[src/hdl/irr_pkg.sv]
// Shared types and constants for the image region rotate core.
package irr_pkg;

   localparam int MAX_WIDTH  = 512;
   localparam int MAX_HEIGHT = 512;
   localparam int X_W        = $clog2(MAX_WIDTH);
   localparam int Y_W        = $clog2(MAX_HEIGHT);
   localparam int ADDR_W     = X_W + Y_W;
   localparam int DEPTH      = MAX_WIDTH * MAX_HEIGHT;
   localparam int PIX_W      = 24;
   localparam int CHAN_W     = 8;
   localparam int SIZE_W     = 10;
   localparam int COORD_W    = 12;
   localparam int OFF_W      = 14;
   localparam int TURN_W     = 2;
   localparam int REG_IDX_W  = 3;
   localparam int CSR_DATA_W = 12;
   localparam int SETTLE_W   = 2;

   localparam logic [SETTLE_W-1:0] SETTLE_CYCLES = 2'd2;

   typedef enum logic [REG_IDX_W-1:0] {
      REG_IMG_WIDTH  = 3'd0,
      REG_IMG_HEIGHT = 3'd1,
      REG_CORNER_AX  = 3'd2,
      REG_CORNER_AY  = 3'd3,
      REG_CORNER_BX  = 3'd4,
      REG_CORNER_BY  = 3'd5,
      REG_TURN       = 3'd6
   } reg_index_type;

   typedef enum logic [TURN_W-1:0] {
      TURN_90   = 2'd0,
      TURN_180  = 2'd1,
      TURN_270  = 2'd2,
      TURN_FULL = 2'd3
   } turn_type;

   typedef enum logic {
      CMD_WRITE = 1'b0,
      CMD_READ  = 1'b1
   } cmd_type;

   typedef struct packed {
      logic signed [COORD_W-1:0] left;
      logic signed [COORD_W-1:0] top;
      logic [COORD_W-1:0]        sx;
      logic [COORD_W-1:0]        sy;
      logic signed [OFF_W-1:0]   dx;
      logic signed [OFF_W-1:0]   dy;
      logic [COORD_W-1:0]        cols;
      logic [COORD_W-1:0]        rows;
      logic                      remap_en;
      logic [SIZE_W-1:0]         w;
      logic [SIZE_W-1:0]         h;
      turn_type                  turn;
   } irr_geom_type;

   typedef struct packed {
      logic              wr_en;
      logic              rd_en;
      logic [ADDR_W-1:0] addr;
      logic [PIX_W-1:0]  wdata;
   } irr_mem_req_type;

   typedef struct packed {
      logic read;
      logic zero;
   } irr_rsp_ctl_type;

endpackage

[src/hdl/irr_remap.sv]
// Address remap: block test on transfer, source address and memory access next cycle.
module irr_remap (
   input  logic                          clock,
   input  logic                          reset,
   input  logic                          accept,
   input  logic                          req_cmd,
   input  logic [irr_pkg::X_W-1:0]       req_pos_x,
   input  logic [irr_pkg::Y_W-1:0]       req_pos_y,
   input  logic [irr_pkg::PIX_W-1:0]     req_pix,
   input  irr_pkg::irr_geom_type         geom,
   output irr_pkg::irr_mem_req_type      mem_req,
   output irr_pkg::irr_rsp_ctl_type      rsp_ctl
);
   import irr_pkg::*;

   logic                s1_valid_ff, s1_valid_in;
   cmd_type             s1_cmd_ff;
   logic [X_W-1:0]      s1_px_ff;
   logic [Y_W-1:0]      s1_py_ff;
   logic [PIX_W-1:0]    s1_pix_ff;
   logic                s1_zero_ff, s1_zero_in;
   logic                s1_remap_ff, s1_remap_in;
   logic [COORD_W-1:0]  s1_i_ff, s1_j_ff;

   logic signed [OFF_W-1:0] row_off, col_off;
   logic                    outside, in_blk;
   logic [COORD_W-1:0]      ci, cj;
   logic signed [OFF_W-1:0] src_x, src_y;
   logic                    src_ok;

   always_comb begin
      row_off     = $signed({{(OFF_W-Y_W){1'b0}}, req_pos_y}) - geom.dy;
      col_off     = $signed({{(OFF_W-X_W){1'b0}}, req_pos_x}) - geom.dx;
      outside     = ({1'b0, req_pos_x} >= geom.w) || ({1'b0, req_pos_y} >= geom.h);
      in_blk      = !row_off[OFF_W-1] && (row_off[OFF_W-2:0] < {1'b0, geom.rows})
                    && !col_off[OFF_W-1] && (col_off[OFF_W-2:0] < {1'b0, geom.cols});
      s1_valid_in = accept;
      s1_zero_in  = outside;
      s1_remap_in = (cmd_type'(req_cmd) == CMD_READ) && in_blk && geom.remap_en && !outside;
   end

   always_ff @(posedge clock) begin
      if (reset) begin
         s1_valid_ff <= 1'b0;
      end else begin
         s1_valid_ff <= s1_valid_in;
      end
   end

   always_ff @(posedge clock) begin
      s1_cmd_ff   <= cmd_type'(req_cmd);
      s1_px_ff    <= req_pos_x;
      s1_py_ff    <= req_pos_y;
      s1_pix_ff   <= req_pix;
      s1_zero_ff  <= s1_zero_in;
      s1_remap_ff <= s1_remap_in;
      s1_i_ff     <= row_off[COORD_W-1:0];
      s1_j_ff     <= col_off[COORD_W-1:0];
   end

   always_comb begin
      unique case (geom.turn)
         TURN_90: begin
            ci = s1_j_ff;
            cj = geom.sx - COORD_W'(1) - s1_i_ff;
         end
         TURN_180: begin
            ci = geom.sy - COORD_W'(1) - s1_i_ff;
            cj = geom.sx - COORD_W'(1) - s1_j_ff;
         end
         default: begin
            ci = geom.sy - COORD_W'(1) - s1_j_ff;
            cj = s1_i_ff;
         end
      endcase
      src_x  = OFF_W'(geom.left) + $signed({2'b00, cj});
      src_y  = OFF_W'(geom.top) + $signed({2'b00, ci});
      src_ok = !src_x[OFF_W-1] && (src_x[OFF_W-2:0] < {3'b000, geom.w})
               && !src_y[OFF_W-1] && (src_y[OFF_W-2:0] < {3'b000, geom.h});
   end

   always_comb begin
      mem_req.wr_en = s1_valid_ff && (s1_cmd_ff == CMD_WRITE);
      mem_req.rd_en = s1_valid_ff && (s1_cmd_ff == CMD_READ);
      mem_req.addr  = s1_remap_ff ? {src_y[Y_W-1:0], src_x[X_W-1:0]} : {s1_py_ff, s1_px_ff};
      mem_req.wdata = s1_pix_ff;
      rsp_ctl.read  = mem_req.rd_en;
      rsp_ctl.zero  = s1_zero_ff || (s1_remap_ff && !src_ok);
   end

   a_stage_follows_transfer: assert property (@(posedge clock) disable iff (reset)
      s1_valid_ff |-> $past(accept))
      else $error("memory access without a preceding transfer");

endmodule

[config.mk]
export PLATFORM = sky130hd
export DESIGN_NAME = irr_remap
export DESIGN_NICKNAME = d
export VERILOG_FILES = /design/src/hdl/irr_pkg.sv /design/src/hdl/irr_remap.sv
export SDC_FILE = /design/constraint.sdc
export NUM_CORES = 1
export LEC_CHECK = 0
export ABC_AREA = 1
export BUFFER_PORTS_ARGS = -buffer_cell sky130_fd_sc_hd__buf_2
export CORE_MARGIN = 2
export CORE_UTILIZATION = 42
export CTS_BUF_LIST = sky130_fd_sc_hd__clkbuf_4 sky130_fd_sc_hd__clkbuf_8
export DETAILED_ROUTE_END_ITERATION = 8
export GPL_TIMING_DRIVEN = 1
export MAX_ROUTING_LAYER = met4
export PLACE_DENSITY = 0.77
export SLEW_MARGIN = 30
export SYNTH_ARGS = -nofsm -noshare
export SYNTH_HDL_FRONTEND = slang
export SYNTH_SLANG_ARGS = --single-unit
[constraint.sdc]
create_clock -name clock -period 5.1 [get_ports clock]
set_clock_uncertainty 0.2 [all_clocks]
set_input_delay 0 -clock clock [delete_from_list [all_inputs] [get_ports clock]]
set_output_delay 0 -clock clock [all_outputs]
set_load 0.02 [all_outputs]
==> reports/metrics.csv, run 1 <==
stage,metric,value,unit
timing,max_freq,0.209,GHz
place,post-place-ws,0.310,ns
global_routing,grt_first_pass_wirelength,39500,um
cells_and_area,layout-drive-gt1-share,19.0,%
critical_path,path_class,register to output port,
critical_path,worst_setup_path_end_kind,output port,
synth,syn_area,7680,um2
detailed_routing,drt_iter0_markers,548,
synth,ys_ff_latch,70,
timing,hold_violations,0,
hold_path,hold_path_class,input port to register,
clock_network,htree_num_levels,3,
clock_network,cts.sinks,70,
power,finalPower,3.08,mW
cells_and_area,areaGrowthSynthToFinish,32.4,%
clock_network,cts_root_buffer,clkbuf_8,
synth,ys_seq_area_share,18.2,%
flow_run,cap_violations,0,
floorplan,die_y,139,um
detailed_routing,wl,24600,um
power,p_leak,5.84,nW
global_routing,track_usage,25.6,%
detailed_routing,vias,8634,
critical_path,startpoint_type,register,
synth,syn_inst,1195,
timing,layout_setup_ws,0.313,ns
floorplan,die_x,139,um
critical_path,cp_slowest_cell,dfxtp_2,
detailed_routing,routedWlPerCell,14.3,um
floorplan,rows,49,
timing,fin_crit_sh,93.9,%
clock_network,cts_buffers,9,
global_routing,grt_max_degree,30,
global_routing,antenna_found_initial,0,
synth,synth_warnings,0,
place,routabilityCongestion,0.977,
critical_path,cpMostUsedCell,nand2_1,
synth,syn-num-nets,1497,
floorplan,initial_core_util,42.8,%
power,p_per_area,302,nW/um2
cells_and_area,nets,1796,
critical_path,arrival,4.59,ns
run_status,status,"finished, final reports clean",
clock_network,clkTransAtPathRegs,0.07,ns
timing,fin_crit,4.79,ns
cells_and_area,fin_util,56.6,%
detailed_routing,drc,0,
global_routing,grt_remaining_overflow,0,
timing,setup_viol,0,
timing,hold_ws,0.0277,ns
cells_and_area,antenna_cells,0,
timing,slew-limit-headroom,46.1,%
floorplan,ios,215,
timing,finalSetupTns,0,ns
place,dp_hpwl,20100,um
synth,yosys.cell_types.count,41,
place,port_buffers,214,
floorplan,die_area,19400,um2
cells_and_area,mostFrequentLayoutCell,nand2_1,
critical_path,required,4.90,ns
cells_and_area,fillers,1758,
critical_path,max_stage_delay,0.35,ns
floorplan,coreArea,18000,um2
synth,synth.avg_cell_area,6.43,um2
detailed_routing,viasPerCell,5.00,
detailed_routing,ant_nets,0,
power,peakVddDrop,0.179,mV
detailed_routing,dr.pass1.iters,5,
global_routing,grt_pass1_vias,8361,
timing,worst_slew_pin_slew,0.807,ns
clock_network,cts_tree,built,
clock_network,clock_path_buffers,2,
critical_path,crit_fanout,4,
timing,drv_slew,0,
cells_and_area,final_cell_mix,"nand2_1 (312), inv_1 (228), buf_2 (213)",
cells in the mapped netlist (all sizes together):
master | n | area [um2]
o22ai | 5 | 31.3
nor3 | 16 | 96.4
buf | 2 | 18.8
nand4 | 14 | 87.6
nor4 | 4 | 25.0
and3 | 1 | 6.26
nand2b | 1 | 6.26
o21a | 4 | 30.0
a21o | 7 | 52.6
a21boi | 2 | 15.0
dfxtp | 70 | 1400
nor2 | 93 | 354
fa | 6 | 120
xnor2 | 22 | 200
xor2 | 43 | 377
inv | 230 | 863
nor3b | 1 | 7.51
clkbuf | 10 | 37.5
o21ai | 59 | 303
o211ai | 3 | 22.5
a21oi | 70 | 350
nand2 | 316 | 1190
ha | 127 | 1590
o221ai | 1 | 8.76
or2 | 1 | 6.26
nand3 | 67 | 340
nand3b | 2 | 15.0
o31a | 1 | 8.76
a31oi | 8 | 50.1
o21bai | 6 | 45.0
a22oi | 3 | 22.5
path summary, 6_finish.rpt:
kind,startpoint,cells after the start,to,slack [ns]
hold / removal,geom[21],6,s1_zero_ff,0.03
setup / recovery,s1_i_ff[4],32,rsp_ctl[0],0.31
worst max-delay path: cells and delay by family, from the launching register on:
| family | cells | cell delay [ns] |
|---|---|---|
| AND/OR/NAND/NOR | 13 | 0.97 |
| adder cells (fa/ha/maj) | 3 | 0.94 |
| AO/OA/AOI/OAI | 7 | 0.89 |
| buffers and inverters | 7 | 0.71 |
| XOR/XNOR | 2 | 0.37 |
| flip-flops | 1 | 0.35 |
flip-flops by register name, indices dropped and copies added, names as in the netlist:
register,count
s1_cmd_ff,1
s1_i_ff,12
s1_j_ff,12
s1_pix_ff,24
s1_px_ff,9
s1_py_ff,9
s1_remap_ff,1
s1_valid_ff,1
s1_zero_ff,1
cells by family after synthesis:
| kind of cell | share of synthesized area (%) |
|---|---|
| buffers and inverters | 12.0 |
| xor gates and xnor gates | 7.51 |
| DFF | 18.2 |
| adders and majority gates | 22.2 |
| and+or+nand+nor | 27.8 |
| AOI/OAI and AO/OA | 12.2 |
per-layer routing:
layer  vias to the layer above  track usage, %  share of wire, %
met4                         0            7.44               2.7
li1                       4416               -                 -
met2                       290            43.3                47
met5                         -               -                 0
met3                        48            2.20               4.9
met1                      3880            32.7                45
layout make-up:
type | count | area, um2 | share of cell area (%)
clock inverters | 4 | 47.5 | 0.467
multi-input cells | 883 | 5530 | 54.4
inverters | 230 | 863 | 8.49
clock buffers | 11 | 145 | 1.43
flip-flops and latches | 70 | 1400 | 13.8
well taps | 229 | 287 | 2.82
repair buffers | 300 | 1890 | 18.6
power by group:
group,leakage [nW],switching (mW),internal [mW]
Clock,0.0986,0.207,0.240
Sequential,0.590,0.0479,0.604
Combinational,5.15,1.18,0.800
Total,5.84,1.43,1.64
through the flow:
stage | instance area [um2] | instances
6_report | 10200 | 1727
5_1_grt | 10200 | 1727
2_1_floorplan | 7680 | 1195
3_3_place_gp | 9050 | 1635
3_5_place_dp | 9050 | 1635
4_1_cts | 9940 | 1720
timing repair:
action	CTS	global route
endpoints found under the hold margin	67	0
setup buffers	0	7
resized for setup	0	45
hold buffers	70	0
endpoints found under the setup margin	0	1
No activity file was read; power rests on OpenSTA's default activity.
==> inputs of run 2 (changes only) <==
==> constraint.sdc (replaced) <==
create_clock -name clock -period 5.1 [get_ports clock]
set_clock_uncertainty 0.2 [all_clocks]
set_input_delay 1.02 -clock clock [delete_from_list [all_inputs] [get_ports clock]]
set_output_delay 1.02 -clock clock [all_outputs]
set_load 0.02 [all_outputs]
==> reports/metrics.csv, run 2 (synthesis results as in run 1) <==
stage,metric,value,unit
run_status,status,"complete, but fails checks",
run_status,violations,setup timing,
cells_and_area,layout-drive-gt1-share,39.2,%
clock_network,clkTransAtPathRegs,0.08,ns
clock_network,cts.sinks,70,
floorplan,rows,49,
clock_network,clock_path_buffers,2,
detailed_routing,ant_nets,0,
global_routing,grt_first_pass_wirelength,41700,um
critical_path,worst-path-buf-inv,14,
critical_path,arrival,5.20,ns
cells_and_area,multi_input_area,6410,um2
cells_and_area,nets,1924,
detailed_routing,viasPerCell,5.13,
detailed_routing,vias,9521,
timing,max_freq,0.156,GHz
critical_path,crit_family,buffers and inverters,
timing,drv_slew,0,
floorplan,die_x,139,um
place,routabilityCongestion,0.952,
timing,fin_crit,6.42,ns
clock_network,cts_buffers,9,
floorplan,initial_core_util,42.8,%
clock_network,htree_num_levels,3,
timing,fin_crit_sh,126,%
detailed_routing,wl,28400,um
power,p_per_area,349,nW/um2
cells_and_area,largest_register,s1_pix_ff,
global_routing,grt_max_degree,25,
detailed_routing,drc,0,
timing,layout_setup_ws,-1.32,ns
critical_path,worst_setup_path_end_kind,output port,
cells_and_area,mostFrequentLayoutCell,nand2_1,
critical_path,crit_fanout,8,
global_routing,antenna_found_initial,1,
timing,setup_viol,12,
critical_path,required,3.88,ns
detailed_routing,routedWlPerCell,15.3,um
timing,hold_violations,0,
clock_network,cts_root_buffer,clkbuf_8,
cells_and_area,fillers,1476,
cells_and_area,register_area,1400,um2
detailed_routing,dr.pass1.iters,6,
flow_run,cap_violations,0,
place,port_buffers,214,
clock_network,cts_tree,built,
cells_and_area,areaGrowthSynthToFinish,57.3,%
timing,finalSetupTns,-3.32,ns
critical_path,cp_slowest_cell,ha_1,
floorplan,die_y,139,um
floorplan,coreArea,18000,um2
timing,slew-limit-headroom,36.3,%
cells_and_area,final_cell_mix,"nand2_1 (256), inv_1 (214), buf_2 (198)",
timing,rsz0062_at_grt,yes,
critical_path,cpMostUsedCell,buf_4,
critical_path,startpoint_type,input port,
clock_network,hold_buffers,0,
timing,hold_ws,0.558,ns
critical_path,path_class,input port to output port,
timing,worst_slew_pin_slew,0.955,ns
global_routing,grt_remaining_overflow,0,
cells_and_area,fin_util,67.3,%
global_routing,track_usage,27.0,%
global_routing,grt_pass1_vias,9003,
detailed_routing,drt_iter0_markers,776,
floorplan,ios,215,
power,peakVddDrop,0.211,mV
hold_path,hold_path_class,input port to register,
critical_path,max_stage_delay,0.35,ns
place,post-place-ws,-1.35,ns
place,dp_hpwl,21400,um
cells_and_area,largest_reg_flops,24,
cells_and_area,top_regs,"s1_pix_ff x24, s1_i_ff x12, s1_j_ff x12",
power,p_leak,6.77,nW
floorplan,die_area,19400,um2
-- run 2: cell types whose count changed in the layout (fill, tap and decap cells not counted), moves of 15 or more --
| cell | before | now |
|---|---|---|
| nand2_2 | 3 | 45 |
| buf_4 | 17 | 194 |
| buf_6 | 0 | 33 |
| ha_1 | 122 | 107 |
| dlygate4sd3_1 | 70 | 0 |
| buf_2 | 213 | 198 |
| nand2_1 | 312 | 256 |
-- run 2: worst paths after layout --
kind	depth (start not counted)	from	endpoint
setup / recovery	36	geom[1]	rsp_ctl[0]
hold / removal	1	req_pix[16]	s1_pix_ff[16]
-- run 2: layout make-up --
type,count,area share (%)
tap,229,2.37
multi-input combinational,883,53.1
inverter,230,7.29
antenna,1,0.0207
clock buffer,10,1.14
timing repair buffer,428,23.8
clock inverter,6,0.704
sequential,70,11.6
-- run 2: power by group --
group          leakage, nW  internal, mW  switching, mW  total, mW
registers            0.590         0.604         0.0487      0.652
clock network        0.108         0.287          0.217      0.503
logic                 6.07          1.47           1.59       3.06
total                 6.77          2.36           1.85       4.22
-- run 2: metal layers --
layer  vias to the layer above  wire length, um  track usage [%]
met5                         -                0                -
met4                         0             1170             9.52
met3                       101             1730             1.86
met2                       433            13600             46.2
met1                      4326            11900             33.8
li1                       4661                -                -
-- run 2: through the flow --
stage               total power [mW]  instances  instance area, um2
floorplan                       1.95       1195                7730
global placement                2.84       1787               10200
detailed placement              2.87       1787               10200
CTS                             3.73       1836               11100
global route                    4.52       1857               12100
finish                          4.22       1857               12100
-- run 2: timing repair --
action,in CTS,in global routing
cloned,1,1
resized for setup,127,171
pin swaps,75,96
setup endpoints to repair,12,13
setup buffers,36,24
