### src/hdl/irr_pkg.sv
// Shared types and constants for the image region rotate core.
package irr_pkg;

   localparam int MAX_WIDTH  = 512;
   localparam int MAX_HEIGHT = 512;
   localparam int X_W        = $clog2(MAX_WIDTH);
   localparam int Y_W        = $clog2(MAX_HEIGHT);
   localparam int ADDR_W     = X_W + Y_W;
   localparam int DEPTH      = MAX_WIDTH * MAX_HEIGHT;
   localparam int PIX_W      = 24;
   localparam int CHAN_W     = 8;
   localparam int SIZE_W     = 10;
   localparam int COORD_W    = 12;
   localparam int OFF_W      = 14;
   localparam int TURN_W     = 2;
   localparam int REG_IDX_W  = 3;
   localparam int CSR_DATA_W = 12;
   localparam int SETTLE_W   = 2;

   localparam logic [SETTLE_W-1:0] SETTLE_CYCLES = 2'd2;

   typedef enum logic [REG_IDX_W-1:0] {
      REG_IMG_WIDTH  = 3'd0,
      REG_IMG_HEIGHT = 3'd1,
      REG_CORNER_AX  = 3'd2,
      REG_CORNER_AY  = 3'd3,
      REG_CORNER_BX  = 3'd4,
      REG_CORNER_BY  = 3'd5,
      REG_TURN       = 3'd6
   } reg_index_type;

   typedef enum logic [TURN_W-1:0] {
      TURN_90   = 2'd0,
      TURN_180  = 2'd1,
      TURN_270  = 2'd2,
      TURN_FULL = 2'd3
   } turn_type;

   typedef enum logic {
      CMD_WRITE = 1'b0,
      CMD_READ  = 1'b1
   } cmd_type;

   typedef struct packed {
      logic signed [COORD_W-1:0] left;
      logic signed [COORD_W-1:0] top;
      logic [COORD_W-1:0]        sx;
      logic [COORD_W-1:0]        sy;
      logic signed [OFF_W-1:0]   dx;
      logic signed [OFF_W-1:0]   dy;
      logic [COORD_W-1:0]        cols;
      logic [COORD_W-1:0]        rows;
      logic                      remap_en;
      logic [SIZE_W-1:0]         w;
      logic [SIZE_W-1:0]         h;
      turn_type                  turn;
   } irr_geom_type;

   typedef struct packed {
      logic              wr_en;
      logic              rd_en;
      logic [ADDR_W-1:0] addr;
      logic [PIX_W-1:0]  wdata;
   } irr_mem_req_type;

   typedef struct packed {
      logic read;
      logic zero;
   } irr_rsp_ctl_type;

endpackage

### src/hdl/irr_geom.sv
// Configuration registers and registered region geometry.
module irr_geom (
   input  logic                              clock,
   input  logic                              reset,
   input  logic                              csr_valid,
   output logic                              csr_ready,
   input  logic [irr_pkg::REG_IDX_W-1:0]     csr_index,
   input  logic [irr_pkg::CSR_DATA_W-1:0]    csr_data,
   output irr_pkg::irr_geom_type             geom,
   output logic                              settling
);
   import irr_pkg::*;

   logic [SIZE_W-1:0]         img_width_ff, img_width_in;
   logic [SIZE_W-1:0]         img_height_ff, img_height_in;
   logic signed [COORD_W-1:0] ax_ff, ax_in, ay_ff, ay_in, bx_ff, bx_in, by_ff, by_in;
   turn_type                  turn_ff, turn_in;
   logic [SETTLE_W-1:0]       settle_ff, settle_in;

   logic signed [COORD_W-1:0] left_ff, left_in, top_ff, top_in;
   logic [COORD_W-1:0]        sx_ff, sx_in, sy_ff, sy_in;
   logic [SIZE_W-1:0]         w_ff, w_in, h_ff, h_in;
   irr_geom_type              geom_ff, geom_in;

   logic                      write;
   logic signed [COORD_W-1:0] right, bottom;
   logic [COORD_W:0]          sx_full, sy_full;

   assign csr_ready = 1'b1;
   assign write     = csr_valid && csr_ready;

   always_comb begin
      img_width_in  = img_width_ff;
      img_height_in = img_height_ff;
      ax_in         = ax_ff;
      ay_in         = ay_ff;
      bx_in         = bx_ff;
      by_in         = by_ff;
      turn_in       = turn_ff;
      if (write) begin
         unique case (reg_index_type'(csr_index))
            REG_IMG_WIDTH:  img_width_in  = csr_data[SIZE_W-1:0];
            REG_IMG_HEIGHT: img_height_in = csr_data[SIZE_W-1:0];
            REG_CORNER_AX:  ax_in         = $signed(csr_data);
            REG_CORNER_AY:  ay_in         = $signed(csr_data);
            REG_CORNER_BX:  bx_in         = $signed(csr_data);
            REG_CORNER_BY:  by_in         = $signed(csr_data);
            REG_TURN:       turn_in       = turn_type'(csr_data[TURN_W-1:0]);
            default: ;
         endcase
      end
      if (write) begin
         settle_in = SETTLE_CYCLES;
      end else if (settle_ff != '0) begin
         settle_in = settle_ff - 1'b1;
      end else begin
         settle_in = settle_ff;
      end
   end

   always_comb begin
      left_in  = (ax_ff < bx_ff) ? ax_ff : bx_ff;
      right    = (ax_ff < bx_ff) ? bx_ff : ax_ff;
      top_in   = (ay_ff < by_ff) ? ay_ff : by_ff;
      bottom   = (ay_ff < by_ff) ? by_ff : ay_ff;
      sx_full  = {right[COORD_W-1], right} - {left_in[COORD_W-1], left_in};
      sy_full  = {bottom[COORD_W-1], bottom} - {top_in[COORD_W-1], top_in};
      sx_in    = sx_full[COORD_W-1:0];
      sy_in    = sy_full[COORD_W-1:0];
      w_in     = (img_width_ff > SIZE_W'(MAX_WIDTH)) ? SIZE_W'(MAX_WIDTH) : img_width_ff;
      h_in     = (img_height_ff > SIZE_W'(MAX_HEIGHT)) ? SIZE_W'(MAX_HEIGHT) : img_height_ff;
   end

   always_comb begin
      geom_in.left     = left_ff;
      geom_in.top      = top_ff;
      geom_in.sx       = sx_ff;
      geom_in.sy       = sy_ff;
      geom_in.w        = w_ff;
      geom_in.h        = h_ff;
      geom_in.turn     = turn_ff;
      geom_in.remap_en = (turn_ff != TURN_FULL) && (sx_ff != '0) && (sy_ff != '0);
      if (turn_ff == TURN_180) begin
         geom_in.dx   = OFF_W'(left_ff);
         geom_in.dy   = OFF_W'(top_ff);
         geom_in.cols = sx_ff;
         geom_in.rows = sy_ff;
      end else begin
         geom_in.dx   = OFF_W'(left_ff) + $signed({3'b000, sx_ff[COORD_W-1:1]})
                        - $signed({3'b000, sy_ff[COORD_W-1:1]});
         geom_in.dy   = OFF_W'(top_ff) + $signed({3'b000, sy_ff[COORD_W-1:1]})
                        - $signed({3'b000, sx_ff[COORD_W-1:1]});
         geom_in.cols = sy_ff;
         geom_in.rows = sx_ff;
      end
   end

   always_ff @(posedge clock) begin
      if (reset) begin
         img_width_ff  <= SIZE_W'(MAX_WIDTH);
         img_height_ff <= SIZE_W'(MAX_HEIGHT);
         ax_ff         <= '0;
         ay_ff         <= '0;
         bx_ff         <= '0;
         by_ff         <= '0;
         turn_ff       <= TURN_90;
         settle_ff     <= SETTLE_CYCLES;
      end else begin
         img_width_ff  <= img_width_in;
         img_height_ff <= img_height_in;
         ax_ff         <= ax_in;
         ay_ff         <= ay_in;
         bx_ff         <= bx_in;
         by_ff         <= by_in;
         turn_ff       <= turn_in;
         settle_ff     <= settle_in;
      end
   end

   always_ff @(posedge clock) begin
      left_ff <= left_in;
      top_ff  <= top_in;
      sx_ff   <= sx_in;
      sy_ff   <= sy_in;
      w_ff    <= w_in;
      h_ff    <= h_in;
      geom_ff <= geom_in;
   end

   assign geom     = geom_ff;
   assign settling = (settle_ff != '0);

endmodule

### config.mk
export PLATFORM = sky130hd
export DESIGN_NAME = irr_geom
export DESIGN_NICKNAME = d
export VERILOG_FILES = /design/src/hdl/irr_pkg.sv /design/src/hdl/irr_geom.sv
export SDC_FILE = /design/constraint.sdc
export NUM_CORES = 1
export LEC_CHECK = 0
export BUFFER_PORTS_ARGS = -buffer_cell sky130_fd_sc_hd__buf_2
export CAP_MARGIN = 30
export CORE_MARGIN = 5
export CORE_UTILIZATION = 58
export CTS_CLUSTER_DIAMETER = 60
export DETAILED_ROUTE_END_ITERATION = 10
export GPL_TIMING_DRIVEN = 0
export PLACE_DENSITY = 0.8
export SLEW_MARGIN = 15
export SYNTH_ARGS = -nofsm -noshare
export SYNTH_HDL_FRONTEND = slang
export SYNTH_SLANG_ARGS = --single-unit
export TNS_END_PERCENT = 1
### constraint.sdc
create_clock -name clock -period 4.05 [get_ports clock]
set_clock_uncertainty 0.15 [all_clocks]
set_input_delay 0.6075 -clock clock [delete_from_list [all_inputs] [get_ports clock]]
set_output_delay 0.6075 -clock clock [all_outputs]
set_load 0.02 [all_outputs]
==> metrics.yaml, run 1 <==
routing:
  drt.antenna.violating_nets: 0
  drt_pass1_iterations: 5
  drc: 0
  vias: 8838
  routed_wl_um: 26850
  dr.first_iter.drc_count: 435
  detail_route.vias_per_cell: 5.412
  wire_per_inst_um: 16.44
global_routing:
  antenna_found_initial: 0
  grt_pass1_vias: 8597
  grt_max_degree: 15
  track_usage_pct: 24.87
  gr-total-overflow: 0
  grt_pass1_wl_um: 44060
sta:
  slew_headroom_pct: 53.18
  slew_violations: 0
  fin_ws_ns: 0.2066
  setup_viol: 0
  fin_crit_sh_pct: 94.90
  tightest_slew_ns: 0.7023
  setup_tns_ns: 0
  fmax_mhz: 260.2
  rsz0062_at_grt: "false"
  hold_viol: 0
  min_period_ns: 3.843
logic_synthesis:
  ys_ff_latch: 263
  muxShareOfSynthArea_pct: 1.233
  synth_xor_area_share_pct: 2.662
  seq_area_frac_synth_pct: 48.48
  syn-instance-count: 1218
  synth_fp_nets: 1311
  synth_edf_count: 0
  synth_compound_area_share_pct: 14.86
  ys_async_sr_fraction_pct: 0
  ys_types: 71
  yosys.area.top_type: "dfxtp_1"
  yosys_warnings: 0
  yosys.area_share.simple_pct: 16.13
  ys.flop_type: "dfxtp_1"
  synth_area_leaders: "dfxtp_1 48%, nand2_1 8.1%, ha_1 6.1%"
  syn_area_mm2: 0.01086
  yosys.area.top_type_share_pct: 48.48
  synth-adder-area-share_pct: 10.16
  synth_top_family_by_area: "simple AND/OR/NAND/NOR gates"
  avgSynthCellArea_um2: 8.916
clocking:
  cts_tree: "yes"
  cts_hold_buf: 0
  clockBufferDepth: 3
  cts_sinks: 263
  numCtsBuffers: 25
  root_buffer: "clkbuf_16"
  clk_latency_ns: 0.52
  cts_max_level: 1
  clk_pin_slew_ns: 0.06
placement:
  gp_congestion: 0.8957
  io_buffer_count: 140
  dp_hpwl_um: 20150
  dp_slack_ns: -0.1888
setup_path:
  critPathKind: "flip-flop to flip-flop"
  crit_fanout: 9
  max_stage_delay_ns: 0.53
  crit_required_ns: 4.31
  cpLargestDelayFamily: "simple AND/OR/NAND/NOR gates"
  cp_num_buf_inv: 1
  crit_slowest_cell: "nor3_4"
  critical_path.cell_chain: "inv_1 -> ha_1 -> and4_4 -> a31oi_2 -> a31oi_4 -> nor3_4 -> mux2_2 -> a311oi_2 -> o21ai_1 -> or4b_1 -> and3_1"
  critPathArrivalTime_ns: 4.10
  worst_setup_path_start_kind: "flip-flop"
  cp-end-kind: "flip-flop"
final_layout:
  final_common_cell: "dfxtp_1"
  drive_above_1_share_pct: 14.31
  mostFrequentLayoutCells: "263 x dfxtp_1, 235 x nand2_1, 142 x buf_2"
  fill_cells: 1512
  syn2layout_area_growth_pct: 16.51
  nNetsFinal: 1477
  fin_util_pct: 68.09
die:
  io-pin-count: 143
  num_rows: 50
  start_util_pct: 58.44
  die_y_um: 146.8
  die_w_um: 146.8
  core_mm2: 0.01858
  die-area_mm2: 0.02156
power:
  power.density_mw_per_mm2: 618.4
  power.share.clock_pct: 28.5
  p_leak_nw: 5.593
  power.share.switching_pct: 33.38
  p_comb_share_pct: 30.9
  p_sw_w: 0.002611
  ir_worst_vdd_mv: 0.3443
  fin_total_pwr_w: 0.007824
  intPower_w: 0.005212
  seqPwrFrac_pct: 40.7
hold_path:
  min_path_type: "flip-flop to flip-flop"
run:
  cap_viol_max_count: 0
run_status:
  status: "finished, final reports clean"
cell families (layout without fill, tap and decap cells):
family / after synthesis / after routing
DFF: 263 / 263
buffers and inverters: 180 / 360
muxes: 13 / 13
AOI/OAI and AO/OA: 261 / 261
other: 1 / 2
and+or+nand+nor: 392 / 392
xor gates and xnor gates: 33 / 33
adders and majority gates: 75 / 75
power by group through the flow:
stage / clock (W) / combinational (W) / sequential [W]
after global placement: 0 / 0.00232 / 0.00323
after floorplan: 0 / 0.00143 / 0.00347
after CTS: 0.00226 / 0.00241 / 0.00318
after detailed placement: 0 / 0.00237 / 0.00323
after global routing: 0.00238 / 0.00268 / 0.00322
final: 0.00223 / 0.00241 / 0.00318
worst paths after layout:
kind | start | endpoint | slack [ns] | depth (start not counted)
worst max register to register | by_ff[6] | sy_ff[11] | 0.21 | 11
worst min-delay path | w_ff[7] | geom[19] | 0.17 | 0
worst max-delay path | by_ff[6] | sy_ff[11] | 0.21 | 11
worst min register to register | w_ff[7] | geom[19] | 0.17 | 0
routing by layer:
| layer | track usage, % | routed length [um] | vias to the layer above |
|---|---|---|---|
| li1 | - | - | 4351 |
| met5 | 0 | 0 | - |
| met4 | 9.737 | 1101 | 0 |
| met2 | 40.06 | 11940 | 357 |
| met1 | 33.84 | 11840 | 4059 |
| met3 | 3.825 | 1973 | 71 |
flip-flops by register name, summed over array words and instances (netlist names):
| name | count |
|---|---|
| ax_ff | 12 |
| ay_ff | 12 |
| bx_ff | 12 |
| by_ff | 12 |
| geom | 123 |
| h_ff | 10 |
| img_height_ff | 10 |
| img_width_ff | 10 |
| left_ff | 12 |
| settle_ff | 2 |
| sx_ff | 12 |
| sy_ff | 12 |
| top_ff | 12 |
| turn_ff | 2 |
| w_ff | 10 |
area by class of cell:
class	instances	area [um^2]	area share, %
well taps	234	292.8	2.314
repair buffers	141	708.2	5.597
flip-flops and latches	263	5265	41.61
clock buffers	35	723.2	5.716
multi-input cells	775	4902	38.75
diodes	1	2.502	0.01978
plain buffers	43	186.4	1.474
clock inverters	6	65.06	0.5142
inverters	135	506.7	4.005
cells in the mapped netlist (all sizes together), types with 8 or more instances:
cell / n
nand2b: 9
xnor2: 19
dfxtp: 263
nor2: 49
clkbuf: 37
o2bb2ai: 12
a31oi: 10
nand2: 235
a21oi: 103
o21ai: 70
nand3: 14
nor3: 12
ha: 53
xor2: 14
buf: 8
mux2i: 10
nor2b: 31
fa: 22
a21o: 12
inv: 135
nor4: 17
stage by stage:
stage                     std cells  hold slack (ns)  instance area, um^2
after floorplan                1218           0.1596                10860
after global placement         1592           0.1617                11850
after detailed placement       1592           0.1632                11850
after CTS                      1634           0.1780                12650
after global routing           1632           0.1751                12650
final                          1633           0.1729                12650
repair_timing:
action | 4_1_cts | 5_1_grt
pin swaps | 1 | 0
gates resized for setup | 1 | 2
buffers inserted | 1 | 0
setup endpoints to repair | 3 | 3
Note: power is estimated with default switching activity, not from simulation.
==> run 2: changes to the inputs <==
Settings changed: PLACE_DENSITY 0.8 to 0.85.
==> metrics.yaml, run 2 (same netlist as run 1, synthesis figures left out) <==
run_status:
  status: "finished, final reports clean"
setup_path:
  cpLargestDelayFamily: "compound AO/OA/AOI/OAI gates"
  cp_num_buf_inv: 2
  cp-end-kind: "flip-flop"
  regToRegSetupSlack_ns: 0.28
  crit_start: "bx_ff[9]"
  crit_required_ns: 4.35
  worstReg2RegEnd: "sx_ff[8]"
  critPathKind: "flip-flop to flip-flop"
  worst_setup_path_start_kind: "flip-flop"
  critPathArrivalTime_ns: 4.08
  rr_worst_depth: 15
  timing.rr.start: "bx_ff[9]"
  crit_slowest_cell: "a2111o_1"
  critical_path.cell_chain: "inv_1 -> ha_1 -> a21o_1 -> a2111o_1 -> a22o_2 -> nor2_4 -> buf_2 -> nand2_1 -> o21a_1 -> ha_1 -> a22oi_1 -> o21a_1 -> o21ai_0 -> a21boi_0 -> xnor2_1"
  crit_fanout: 10
  max_stage_delay_ns: 0.43
clocking:
  clockBufferDepth: 3
  numCtsBuffers: 25
  clk_pin_slew_ns: 0.06
  cts_sinks: 263
  cts_tree: "yes"
  clk_latency_ns: 0.52
  cts_hold_buf: 0
  root_buffer: "clkbuf_16"
  cts_max_level: 1
sta:
  slew_headroom_pct: 53.63
  setup_viol: 0
  hold_viol: 0
  fin_ws_ns: 0.2777
  min_period_ns: 3.772
  fmax_mhz: 265.1
  fin_crit_sh_pct: 93.14
  rsz0062_at_grt: "false"
  slew_violations: 0
  tightest_slew_ns: 0.6930
final_layout:
  nNetsFinal: 1477
  drive_above_1_share_pct: 14.62
  fill_cells: 1440
  largest_reg_flops: 123
  stdcell_area_mm2: 0.01266
  syn2layout_area_growth_pct: 16.56
  antenna_cells: 0
  mostFrequentLayoutCells: "263 x dfxtp_1, 235 x nand2_1, 143 x buf_2"
  final_common_cell: "dfxtp_1"
routing:
  drt.antenna.violating_nets: 0
  vias: 8910
  routed_wl_um: 27430
  wire_per_inst_um: 16.77
  dr.first_iter.drc_count: 582
  drc: 0
  drt_pass1_iterations: 5
  detail_route.vias_per_cell: 5.446
hold_path:
  min_path_cells: 0
  hp-start: "w_ff[3]"
  holdPathEnd: "geom[15]"
  min_path_type: "flip-flop to flip-flop"
global_routing:
  track_usage_pct: 25.02
  grt_pass1_vias: 8636
  grt_pass1_wl_um: 44270
  gr-total-overflow: 0
  antenna_found_initial: 1
  grt_max_degree: 15
power:
  power.share.clock_pct: 28.2
  power.density_mw_per_mm2: 618.8
  p_sw_w: 0.002656
  ir_worst_vdd_mv: 0.4173
  p_comb_share_pct: 31.1
  power.share.switching_pct: 33.91
  intPower_w: 0.005176
  fin_total_pwr_w: 0.007832
  seqPwrFrac_pct: 40.7
  p_leak_nw: 5.595
die:
  io-pin-count: 143
  core_mm2: 0.01858
  num_rows: 50
  start_util_pct: 58.44
  die_w_um: 146.8
  die-area_mm2: 0.02156
  die_y_um: 146.8
placement:
  dp_hpwl_um: 20420
  dp_slack_ns: -0.1595
  gp_congestion: 0.9645
  io_buffer_count: 140
  dpl_cell_area_mm2: 0.01185
run:
  cap_viol_max_count: 0
## run 2: metrics by stage
step	TNS, ns	instances	util (%)	hold slack [ns]
floorplan	0	1218	-	0.1596
global placement	-0.1743	1592	63.79	0.1616
detailed placement	-0.2949	1592	63.79	0.1661
CTS	0	1638	68.11	0.1738
global route	0	1636	68.12	0.1837
finish	0	1636	68.12	0.1750
## run 2: area by class of cell
type	count	area (um^2)	area share [%]
flip-flops and latches	263	5265	41.60
multi-input cells	775	4910	38.79
clock buffers	37	740.7	5.852
repair buffers	141	708.2	5.595
inverters	135	506.7	4.004
well taps	234	292.8	2.313
plain buffers	43	183.9	1.453
clock inverters	8	50.05	0.3954
## run 2: power by group through the flow
stage	registers, W	logic (W)	clock network [W]
finish	0.00319	0.00243	0.00221
detailed placement	0.00324	0.00239	0
global placement	0.00323	0.00232	0
CTS	0.00318	0.00242	0.00224
global route	0.00322	0.00268	0.00237
floorplan	0.00347	0.00143	0
## run 2: timing repair
item,4_1_cts,5_1_grt
pin swaps,1,1
buffers inserted,1,0
setup endpoints to repair,3,4
gates resized for setup,1,3
## run 2: metal layers
| metal | vias to the layer above | GRT usage, % | routed length [um] | share of wire (%) |
|---|---|---|---|---|
| met5 | - | 0 | 7 | 0.026 |
| met3 | 73 | 4.503 | 2234 | 8.1 |
| li1 | 4357 | - | - | - |
| met1 | 4114 | 33.00 | 11590 | 42 |
| met2 | 364 | 42.04 | 12640 | 46 |
| met4 | 2 | 7.808 | 957 | 3.5 |
## run 2: worst max path at each step
stage | cells after the start | to
2_1_floorplan | 16 | sx_ff[8]
3_3_place_gp | 16 | sx_ff[8]
3_5_place_dp | 16 | sx_ff[8]
4_1_cts | 16 | sx_ff[8]
5_1_grt | 15 | sx_ff[8]
6_report | 15 | sx_ff[8]
